--- src/rtl/assert_macros.svh ---
// Assertion macros; the bodies are empty when SYNTH is defined.
`ifndef ASSERT_MACROS_SVH
`define ASSERT_MACROS_SVH

`ifndef SYNTH

`define MFD_ASSERT(name, prop) \
  name: assert property (@(posedge clk_i) disable iff (!rst_ni) prop) \
    else $error("assertion failed: %m")

`define MFD_ASSERT_ALWAYS(name, prop) \
  name: assert property (@(posedge clk_i) prop) \
    else $error("assertion failed: %m")

`else

`define MFD_ASSERT(name, prop)

`define MFD_ASSERT_ALWAYS(name, prop)

`endif

`endif

--- src/rtl/mfd_pkg.sv ---
package mfd_pkg;

  localparam int unsigned BYTE_W    = 7;
  localparam int unsigned DIGIT_W   = 8;
  localparam int unsigned MAG_W     = 22;
  localparam int unsigned FACTOR_W  = 23;
  localparam int unsigned PROD_W    = MAG_W + FACTOR_W;
  localparam int unsigned READING_W = 40;
  localparam int unsigned NUM_DIGITS = 5;
  localparam int unsigned FIFO_DEPTH = 4;

  localparam logic [BYTE_W-1:0]  LINE_FEED  = 7'h0A;
  localparam logic [DIGIT_W-1:0] ASCII_ZERO = 8'h30;
  localparam logic [BYTE_W-1:0]  NEG_MASK   = 7'h04;

  // Reciprocal constants: floor(n * M / 2^S) == floor(n / d) for n < 2^MAG_W
  localparam logic [FACTOR_W-1:0] RECIP_10  = 23'd6710887;
  localparam int unsigned         SHIFT_10  = 26;
  localparam logic [FACTOR_W-1:0] RECIP_100 = 23'd5368710;
  localparam int unsigned         SHIFT_100 = 29;

  typedef enum logic [1:0] {
    REG_VOLTAGE  = 2'd0,
    REG_MICROAMP = 2'd1,
    REG_MILLIAMP = 2'd2,
    REG_AMP      = 2'd3
  } reg_idx_e;

  typedef enum logic [2:0] {
    SC_X1,
    SC_X10,
    SC_X100,
    SC_X1000,
    SC_X10000,
    SC_X100000,
    SC_DIV10,
    SC_DIV100
  } scale_e;

  typedef struct packed {
    logic [BYTE_W-1:0] voltage;
    logic [BYTE_W-1:0] microamp;
    logic [BYTE_W-1:0] milliamp;
    logic [BYTE_W-1:0] amp;
  } cfg_t;

  typedef struct packed {
    logic [NUM_DIGITS-1:0][BYTE_W-1:0] digits;
    logic [BYTE_W-1:0]                 range_byte;
    logic [BYTE_W-1:0]                 func;
    logic                              neg;
    logic                              auto_range;
    logic                              dc_mode;
  } frame_t;

  typedef struct packed {
    logic full;
    logic empty;
  } fifo_stat_t;

  localparam logic [NUM_DIGITS-1:0][MAG_W-1:0] DIGIT_WEIGHT = {
    22'd1, 22'd10, 22'd100, 22'd1000, 22'd10000
  };

  function automatic logic [DIGIT_W-1:0] digit_of(input logic [BYTE_W-1:0] b);
    return {1'b0, b} - ASCII_ZERO;
  endfunction

  function automatic logic [FACTOR_W-1:0] factor_of(input scale_e sc);
    logic [FACTOR_W-1:0] f;
    case (sc)
      SC_X10:     f = 23'd10;
      SC_X100:    f = 23'd100;
      SC_X1000:   f = 23'd1000;
      SC_X10000:  f = 23'd10000;
      SC_X100000: f = 23'd100000;
      SC_DIV10:   f = RECIP_10;
      SC_DIV100:  f = RECIP_100;
      default:    f = 23'd1;
    endcase
    return f;
  endfunction

endpackage

--- src/rtl/mfd_front.sv ---
module mfd_front #(
  parameter int unsigned FRAME_BYTES = 13
) (
  input  logic                         clk_i,
  input  logic                         rst_ni,
  input  logic                         in_valid_i,
  input  logic [mfd_pkg::BYTE_W-1:0]   in_byte_i,
  output logic                         in_ready_o,
  input  mfd_pkg::fifo_stat_t          fifo_stat_i,
  output logic                         push_o,
  output mfd_pkg::frame_t              frame_o
);
  import mfd_pkg::*;

  localparam int unsigned CNT_W = $clog2(FRAME_BYTES + 2);

  logic [BYTE_W-1:0] buf_q [FRAME_BYTES];
  logic [CNT_W-1:0]  cnt_d, cnt_q;
  logic              accept, is_lf;

  assign in_ready_o = !fifo_stat_i.full;
  assign accept     = in_valid_i && in_ready_o;
  assign is_lf      = (in_byte_i == LINE_FEED);

  for (genvar i = 0; i < FRAME_BYTES; i++) begin : g_buf
    always_ff @(posedge clk_i) begin
      if (accept && !is_lf && (cnt_q == CNT_W'(i))) begin
        buf_q[i] <= in_byte_i;
      end
    end
  end

  always_comb begin
    cnt_d = cnt_q;
    if (accept) begin
      if (is_lf) begin
        cnt_d = '0;
      end else if (cnt_q < CNT_W'(FRAME_BYTES + 1)) begin
        cnt_d = cnt_q + CNT_W'(1);
      end
    end
  end

  always_ff @(posedge clk_i or negedge rst_ni) begin
    if (!rst_ni) begin
      cnt_q <= '0;
    end else begin
      cnt_q <= cnt_d;
    end
  end

  assign push_o = accept && is_lf && (cnt_q == CNT_W'(FRAME_BYTES));

  always_comb begin
    for (int k = 0; k < NUM_DIGITS; k++) begin
      frame_o.digits[k] = buf_q[k + 1];
    end
    frame_o.range_byte = buf_q[0];
    frame_o.func       = buf_q[6];
    frame_o.neg        = |(buf_q[7] & NEG_MASK);
    frame_o.auto_range = buf_q[10][1];
    frame_o.dc_mode    = buf_q[10][3];
  end

endmodule

--- src/rtl/mfd_fifo.sv ---
module mfd_fifo (
  input  logic                clk_i,
  input  logic                rst_ni,
  input  logic                push_i,
  input  mfd_pkg::frame_t     wdata_i,
  input  logic                pop_i,
  output mfd_pkg::frame_t     rdata_o,
  output mfd_pkg::fifo_stat_t stat_o
);
  import mfd_pkg::*;

  localparam int unsigned PTR_W = $clog2(FIFO_DEPTH);
  localparam int unsigned CNT_W = $clog2(FIFO_DEPTH + 1);

  frame_t           mem_q [FIFO_DEPTH];
  logic [PTR_W-1:0] wptr_d, wptr_q, rptr_d, rptr_q;
  logic [CNT_W-1:0] cnt_d, cnt_q;
  logic             do_push, do_pop;

  assign stat_o.full  = (cnt_q == CNT_W'(FIFO_DEPTH));
  assign stat_o.empty = (cnt_q == '0);
  assign do_push      = push_i && !stat_o.full;
  assign do_pop       = pop_i && !stat_o.empty;
  assign rdata_o      = mem_q[rptr_q];

  always_ff @(posedge clk_i) begin
    if (do_push) begin
      mem_q[wptr_q] <= wdata_i;
    end
  end

  always_comb begin
    wptr_d = do_push ? wptr_q + PTR_W'(1) : wptr_q;
    rptr_d = do_pop  ? rptr_q + PTR_W'(1) : rptr_q;
    cnt_d  = cnt_q;
    if (do_push && !do_pop) begin
      cnt_d = cnt_q + CNT_W'(1);
    end else if (do_pop && !do_push) begin
      cnt_d = cnt_q - CNT_W'(1);
    end
  end

  always_ff @(posedge clk_i or negedge rst_ni) begin
    if (!rst_ni) begin
      wptr_q <= '0;
      rptr_q <= '0;
      cnt_q  <= '0;
    end else begin
      wptr_q <= wptr_d;
      rptr_q <= rptr_d;
      cnt_q  <= cnt_d;
    end
  end

endmodule

--- src/rtl/mfd_back.sv ---
module mfd_back (
  input  logic                          clk_i,
  input  logic                          rst_ni,
  input  mfd_pkg::cfg_t                 cfg_i,
  input  logic                          in_valid_i,
  input  mfd_pkg::frame_t               frame_i,
  output logic                          pop_o,
  output logic                          out_valid_o,
  input  logic                          out_ready_i,
  output logic [mfd_pkg::READING_W-1:0] reading_o,
  output logic [mfd_pkg::BYTE_W-1:0]    func_o,
  output logic                          auto_range_o,
  output logic                          dc_mode_o
);
  import mfd_pkg::*;

  typedef struct packed {
    scale_e            sc;
    logic              neg;
    logic [BYTE_W-1:0] func;
    logic              auto_range;
    logic              dc_mode;
  } tag_t;

  logic               adv;
  logic               s1_valid_q, s2_valid_q, out_valid_q;
  logic [MAG_W-1:0]   mag_d, mag_q;
  logic [PROD_W-1:0]  prod_q;
  tag_t               tag_d, s1_tag_q, s2_tag_q;
  logic [DIGIT_W-1:0] rng;
  logic [PROD_W-1:0]  shifted;
  logic [READING_W-1:0] scaled, reading_q;
  logic [BYTE_W-1:0]  func_q;
  logic               auto_q, dc_q;

  assign adv   = !out_valid_q || out_ready_i;
  assign pop_o = adv && in_valid_i;

  always_comb begin
    mag_d = '0;
    for (int k = 0; k < NUM_DIGITS; k++) begin
      mag_d = mag_d + MAG_W'(digit_of(frame_i.digits[k])) * DIGIT_WEIGHT[k];
    end
  end

  always_comb begin
    rng            = digit_of(frame_i.range_byte);
    tag_d.sc       = SC_X1;
    tag_d.neg      = frame_i.neg;
    tag_d.func     = frame_i.func;
    tag_d.auto_range = frame_i.auto_range;
    tag_d.dc_mode  = frame_i.dc_mode;
    if (frame_i.func == cfg_i.voltage) begin
      case (rng)
        8'd0:    tag_d.sc = SC_X100;
        8'd1:    tag_d.sc = SC_X1000;
        8'd2:    tag_d.sc = SC_X10000;
        8'd3:    tag_d.sc = SC_X100000;
        8'd4:    tag_d.sc = SC_X10;
        default: tag_d.sc = SC_X1;
      endcase
    end else if (frame_i.func == cfg_i.microamp) begin
      case (rng)
        8'd0:    tag_d.sc = SC_DIV100;
        8'd1:    tag_d.sc = SC_DIV10;
        default: tag_d.sc = SC_X1;
      endcase
    end else if (frame_i.func == cfg_i.milliamp) begin
      tag_d.sc = (rng == 8'd1) ? SC_X10 : SC_X1;
    end else if (frame_i.func == cfg_i.amp) begin
      tag_d.sc = SC_X1000;
    end
  end

  always_comb begin
    case (s2_tag_q.sc)
      SC_DIV10:  shifted = prod_q >> SHIFT_10;
      SC_DIV100: shifted = prod_q >> SHIFT_100;
      default:   shifted = prod_q;
    endcase
    scaled = shifted[READING_W-1:0];
  end

  always_ff @(posedge clk_i) begin
    if (adv) begin
      mag_q     <= mag_d;
      s1_tag_q  <= tag_d;
      prod_q    <= PROD_W'(mag_q) * PROD_W'(factor_of(s1_tag_q.sc));
      s2_tag_q  <= s1_tag_q;
      reading_q <= s2_tag_q.neg ? (~scaled + READING_W'(1)) : scaled;
      func_q    <= s2_tag_q.func;
      auto_q    <= s2_tag_q.auto_range;
      dc_q      <= s2_tag_q.dc_mode;
    end
  end

  always_ff @(posedge clk_i or negedge rst_ni) begin
    if (!rst_ni) begin
      s1_valid_q  <= 1'b0;
      s2_valid_q  <= 1'b0;
      out_valid_q <= 1'b0;
    end else if (adv) begin
      s1_valid_q  <= in_valid_i;
      s2_valid_q  <= s1_valid_q;
      out_valid_q <= s2_valid_q;
    end
  end

  assign out_valid_o  = out_valid_q;
  assign reading_o    = reading_q;
  assign func_o       = func_q;
  assign auto_range_o = auto_q;
  assign dc_mode_o    = dc_q;

endmodule

--- src/rtl/multimeter_frame_decoder_core.sv ---
// Throughput: one byte per cycle while the frame queue is not full; one reading per
// frame of FRAME_BYTES + 1 bytes. A reading passes queue write, digit sum, scale
// multiply and output register in turn after the closing line feed is taken.
// A 4-entry frame queue between byte intake and scaling absorbs output stalls.
// Reset (rst_ni low, asynchronous) clears byte count, queue and pipeline valids
// and loads the default function codes; frame bytes are not cleared.
`include "assert_macros.svh"

module multimeter_frame_decoder_core #(
  parameter int unsigned FRAME_BYTES = 13
) (
  input  logic                               clk_i,
  input  logic                               rst_ni,
  input  logic                               s_axis_tvalid,
  output logic                               s_axis_tready,
  input  logic [7:0]                         s_axis_tdata,   // [7:0] rx_byte
  output logic                               m_axis_tvalid,
  input  logic                               m_axis_tready,
  output logic [mfd_pkg::READING_W-1:0]      m_axis_tdata,   // [39:0] reading
  output logic [15:0]                        m_axis_tuser,   // [6:0] function_byte,
                                                             // [7] auto_range, [8] dc_mode
  input  logic                               cfg_we_i,
  input  logic [1:0]                         cfg_idx_i,
  input  logic [mfd_pkg::BYTE_W-1:0]         cfg_data_i
);
  import mfd_pkg::*;

  cfg_t              cfg_q;
  fifo_stat_t        fifo_stat;
  frame_t            push_frame, pop_frame;
  logic              push, pop;
  logic [BYTE_W-1:0] func;
  logic              auto_range, dc_mode;

  always_ff @(posedge clk_i or negedge rst_ni) begin
    if (!rst_ni) begin
      cfg_q.voltage  <= 7'd59;
      cfg_q.microamp <= 7'd61;
      cfg_q.milliamp <= 7'd63;
      cfg_q.amp      <= 7'd48;
    end else if (cfg_we_i) begin
      case (reg_idx_e'(cfg_idx_i))
        REG_VOLTAGE:  cfg_q.voltage  <= cfg_data_i;
        REG_MICROAMP: cfg_q.microamp <= cfg_data_i;
        REG_MILLIAMP: cfg_q.milliamp <= cfg_data_i;
        REG_AMP:      cfg_q.amp      <= cfg_data_i;
        default:      cfg_q          <= cfg_q;
      endcase
    end
  end

  mfd_front #(
    .FRAME_BYTES (FRAME_BYTES)
  ) u_front (
    .clk_i       (clk_i),
    .rst_ni      (rst_ni),
    .in_valid_i  (s_axis_tvalid),
    .in_byte_i   (s_axis_tdata[BYTE_W-1:0]),
    .in_ready_o  (s_axis_tready),
    .fifo_stat_i (fifo_stat),
    .push_o      (push),
    .frame_o     (push_frame)
  );

  mfd_fifo u_fifo (
    .clk_i   (clk_i),
    .rst_ni  (rst_ni),
    .push_i  (push),
    .wdata_i (push_frame),
    .pop_i   (pop),
    .rdata_o (pop_frame),
    .stat_o  (fifo_stat)
  );

  mfd_back u_back (
    .clk_i        (clk_i),
    .rst_ni       (rst_ni),
    .cfg_i        (cfg_q),
    .in_valid_i   (!fifo_stat.empty),
    .frame_i      (pop_frame),
    .pop_o        (pop),
    .out_valid_o  (m_axis_tvalid),
    .out_ready_i  (m_axis_tready),
    .reading_o    (m_axis_tdata),
    .func_o       (func),
    .auto_range_o (auto_range),
    .dc_mode_o    (dc_mode)
  );

  assign m_axis_tuser = {7'd0, dc_mode, auto_range, func};

  `MFD_ASSERT(a_push_not_full, push |-> !fifo_stat.full);
  `MFD_ASSERT(a_pop_not_empty, pop |-> !fifo_stat.empty);
  `MFD_ASSERT(a_full_not_empty, fifo_stat.full |-> !fifo_stat.empty);
  `MFD_ASSERT_ALWAYS(a_reset_idle, !rst_ni |-> fifo_stat.empty && !m_axis_tvalid);

endmodule
--- config.mk ---
export PLATFORM = sky130hd
export DESIGN_NAME = multimeter_frame_decoder_core
export DESIGN_NICKNAME = d
export VERILOG_FILES = /design/src/rtl/mfd_pkg.sv /design/src/rtl/mfd_front.sv /design/src/rtl/mfd_fifo.sv /design/src/rtl/mfd_back.sv /design/src/rtl/multimeter_frame_decoder_core.sv
export VERILOG_INCLUDE_DIRS = /design/src /design/src/rtl
export SDC_FILE = /design/constraint.sdc
export NUM_CORES = 2
export LEC_CHECK = 0
export BUFFER_PORTS_ARGS = -buffer_cell sky130_fd_sc_hd__buf_2
export CAP_MARGIN = 20
export CORE_MARGIN = 4
export CORE_UTILIZATION = 61
export CTS_CLUSTER_SIZE = 20
export DETAILED_ROUTE_END_ITERATION = 7
export PLACE_DENSITY = 0.78
export SLEW_MARGIN = 5
export SYNTH_ARGS = -nofsm -noshare
export SYNTH_HDL_FRONTEND = slang
export SYNTH_SLANG_ARGS = --single-unit
--- constraint.sdc ---
create_clock -name clk_i -period 12.3 [get_ports clk_i]
set_input_delay 3.075 -clock clk_i [delete_from_list [all_inputs] [get_ports clk_i]]
set_output_delay 3.075 -clock clk_i [all_outputs]
set_load 0.02 [all_outputs]
==> key figures <==
Global routing
  • First-pass GRT wire length: 136300 µm
  • Largest net degree at the start of global routing: 87
  • Vias in the first global route: 26290
  • GRT Total Usage: 25.77%
  • Grt ovf: 0
  • Initial antenna violation count: 0

Place
  • Placed Area: 39190 µm²
  • DP HPWL: 62940 µm
  • Gpl congestion: 0.9416
  • Dpl cells: 4067
  • IO buf count: 71

Clock tree
  • Worst-path clk slew: 0.06 ns
  • Hold Buf Count CTS: 0
  • Post-cts repair resize count: 0
  • Postcts setup bufs: 0
  • TritonCTS clock tree: built
  • Sink Count: 444
  • CTS max path bufs: 3
  • Inserted Clock Buffers: 45
  • Root Driver: clkbuf_16
  • # H-tree levels: 2
  • Skew-Pair Late Insertion Delay: 0.61 ns

Final layout
  • Filler cells: 4447
  • Non-Filler Instances: 4154
  • Nets@finish: 4117
  • Commonest non-fill, non-tap cell in the layout: inv_1
  • Synthesis-to-layout area growth: 7.045%
  • Cell area after layout: 40740 µm²
  • Share of layout cells above drive strength 1: 8.833%
  • Most frequent cells in the layout: inv_1 (630), fa_1 (437), edfxtp_1 (402), ha_1 (376), nand2_1 (208)
  • N_diodes: 0

Setup path
  • CP required: 12.62 ns
  • Critical path class: flip-flop to flip-flop
  • Flop-to-flop setup slack: 2.58 ns
  • Setup crit start kind: flip-flop
  • CP arrival: 10.04 ns
  • Crit path max fanout: 29
  • Critical Path Sink Type: flip-flop

Timing
  • Max Slew Vio Count: 0
  • FMAX: 0.1029 GHz
  • Final period util: 79.04%
  • Tmin final: 9.722 ns
  • Headroom to the max-slew limit: 17.47%
  • Setup_tns: 0 ns
  • RSZ-0062 raised after global routing: false
  • Worst-Margin Slew: 1.233 ns
  • Clock skew: 0.04207 ns
  • Final setup viols: 0
  • Final Hold Viols: 0
  • WHS: 0.4162 ns

Synthesis
  • Dominant synthesized flop cell: edfxtp_1
  • EDFF count, synth: 402
  • Mean area per synthesized cell: 11.73 µm²
  • Area share of the largest cell type after synthesis: 31.71%
  • Synth warn: 0
  • Distinct cells, synth: 84
  • FFs w/ async S/R, synth: 9.459%
  • Dominant cells by area after synthesis: edfxtp_1 (32%), fa_1 (23%), ha_1 (12%)
  • Post-synthesis register bit count: 444
  • Post-synthesis cell area: 38060 µm²
  • Post-synth top area cell: edfxtp_1
  • Seq/Total Area, Yosys: 34.54%
  • Synth Instances: 3244

Detailed routing
  • Residual DRC: 0
  • Routed Antenna Nets: 0
  • Routed wire length per instance: 20.19 µm
  • Wl on met1: 31950 µm
  • Met3 WL: 5241 µm
  • Vias: 23860
  • Top layer in use: met4
  • Met2 wire length: 43340 µm
  • Final WL: 83880 µm
  • DR iter-0 viols: 1910
  • Vias/cell: 5.743
  • DR pass1 iterations: 5

Hold path
  • Worst hold path class: flip-flop to flip-flop

Job
  • Max-cap violations: 0

Floorplan
  • Total core area: 61710 µm²
  • Die Span Y: 257.8 µm
  • Horiz. Die Dim: 257.8 µm
  • IO Pins: 80
  • Initial Util: 61.68%
  • DIE AREA: 66460 µm²
  • Row count: 91

Run status
  • Outcome: finished, final reports clean
==> cell type report <==
| cell class | instances | area, µm² | area share (%) |
|---|---|---|---|
| Tap cell | 837 | 1047 | 2.570 |
| Timing Repair Buffer | 100 | 581.8 | 1.428 |
| Clock inverter | 25 | 312.8 | 0.7677 |
| Sequential cell | 444 | 13150 | 32.27 |
| Multi-Input combinational cell | 2060 | 22090 | 54.22 |
| Clock buffer | 57 | 1191 | 2.923 |
| Inverter | 631 | 2369 | 5.813 |
==> cells in the mapped netlist, types with 21 or more instances <==
master / n
nor2_1: 93
o21ai_0: 52
a21oi_1: 89
and3_1: 88
fa_1: 437
mux4_2: 48
edfxtp_1: 402
and2_1: 153
inv_1: 630
a21o_1: 28
nand2_1: 208
nand3_1: 24
dfrtp_1: 24
mux2_2: 36
xor2_1: 50
nor2b_1: 21
clkbuf_1: 93
ha_1: 376
xnor2_1: 97
==> critical path: stages (launching register included) <==
cell and delay, ns:
edfxtp_1 1.10, buf_4 0.26, clkinv_1 0.29, nor2_1 1.04, nand2_1 0.18, fa_1 0.56, inv_1 0.07, fa_1 0.54
inv_1 0.07, fa_1 0.55, inv_1 0.05, fa_1 0.49, fa_1 0.43, fa_1 0.48, inv_1 0.05, fa_1 0.51
inv_1 0.05, ha_1 0.43, nand2_1 0.18, a21oi_1 0.21, nor2_1 0.08, o31ai_1 0.62, a21oi_1 0.31, a211oi_1 0.46
a311o_1 0.23, a21oi_1 0.07, xnor2_1 0.12
==> worst paths after layout <==
check / end / from / cells after the start
worst min register to register: u_back.func_o[3]$_DFFE_PN_ / u_back.s2_tag_q[5]$_DFFE_PN_ / 0
worst max-delay path: u_back.prod_q[44]$_DFFE_PN_ / u_back.s1_tag_q[11]$_DFFE_PN_ / 26
worst max register to register: u_back.prod_q[44]$_DFFE_PN_ / u_back.s1_tag_q[11]$_DFFE_PN_ / 26
worst min-delay path: u_back.func_o[3]$_DFFE_PN_ / u_back.s2_tag_q[5]$_DFFE_PN_ / 0
max in group asynchronous: u_fifo.rptr_q[0]$_DFFE_PN0P_ / rst_ni / 1
min in group asynchronous: u_fifo.cnt_q[0]$_DFFE_PN0P_ / rst_ni / 1
==> sequential cells by signal (all words and copies together) (netlist names) <==
name and cells:
u_back.reading_o 40, u_fifo.mem_q 208, u_back.s1_tag_q 13, u_back.dc_mode_o 1, cfg_q 28, u_fifo.wptr_q 2, u_back.prod_q 45, u_back.out_valid_o 1
u_back.func_o 7, u_back.auto_range_o 1, u_fifo.rptr_q 2, u_front.cnt_q 4, u_back.s2_tag_q 13, u_back.mag_q 22, u_back.s1_valid_q 1, u_front.buf_q 52
u_back.s2_valid_q 1, u_fifo.cnt_q 3
==> stage by stage <==
| stage | setup slack, ns | util (%) |
|---|---|---|
| 2_1_floorplan | 3.428 | - |
| 3_3_place_gp | 2.746 | 63.51 |
| 3_5_place_dp | 2.600 | 63.51 |
| 4_1_cts | 2.585 | 65.95 |
| 5_1_grt | 2.467 | 66.02 |
| 6_report | 2.578 | 66.02 |
==> kinds of logic (layout without fill, tap and decap cells) <==
family                     Yosys count  after routing  synth area share [%]
adders and majority gates          813            813                 35.34
buffers and inverters              746            813                 7.557
and+or+nand+nor                    689            689                 9.464
DFF                                444            444                 34.54
AOI/OAI and AO/OA                  293            293                 5.020
xor gates and xnor gates           147            147                 3.383
muxes                              111            111                 4.688
other                                1              7              0.009852
==> per-layer routing <==
metal	vias to the layer above	GRT usage, %
met2	935	46.51
met4	0	9.390
met3	244	3.903
met5	-	0
met1	11910	31.62
li1	10770	-
Power is left out: the tool's default activity adds up to more than one toggle a clock period on the data nets, which glitch-free logic cannot reach.
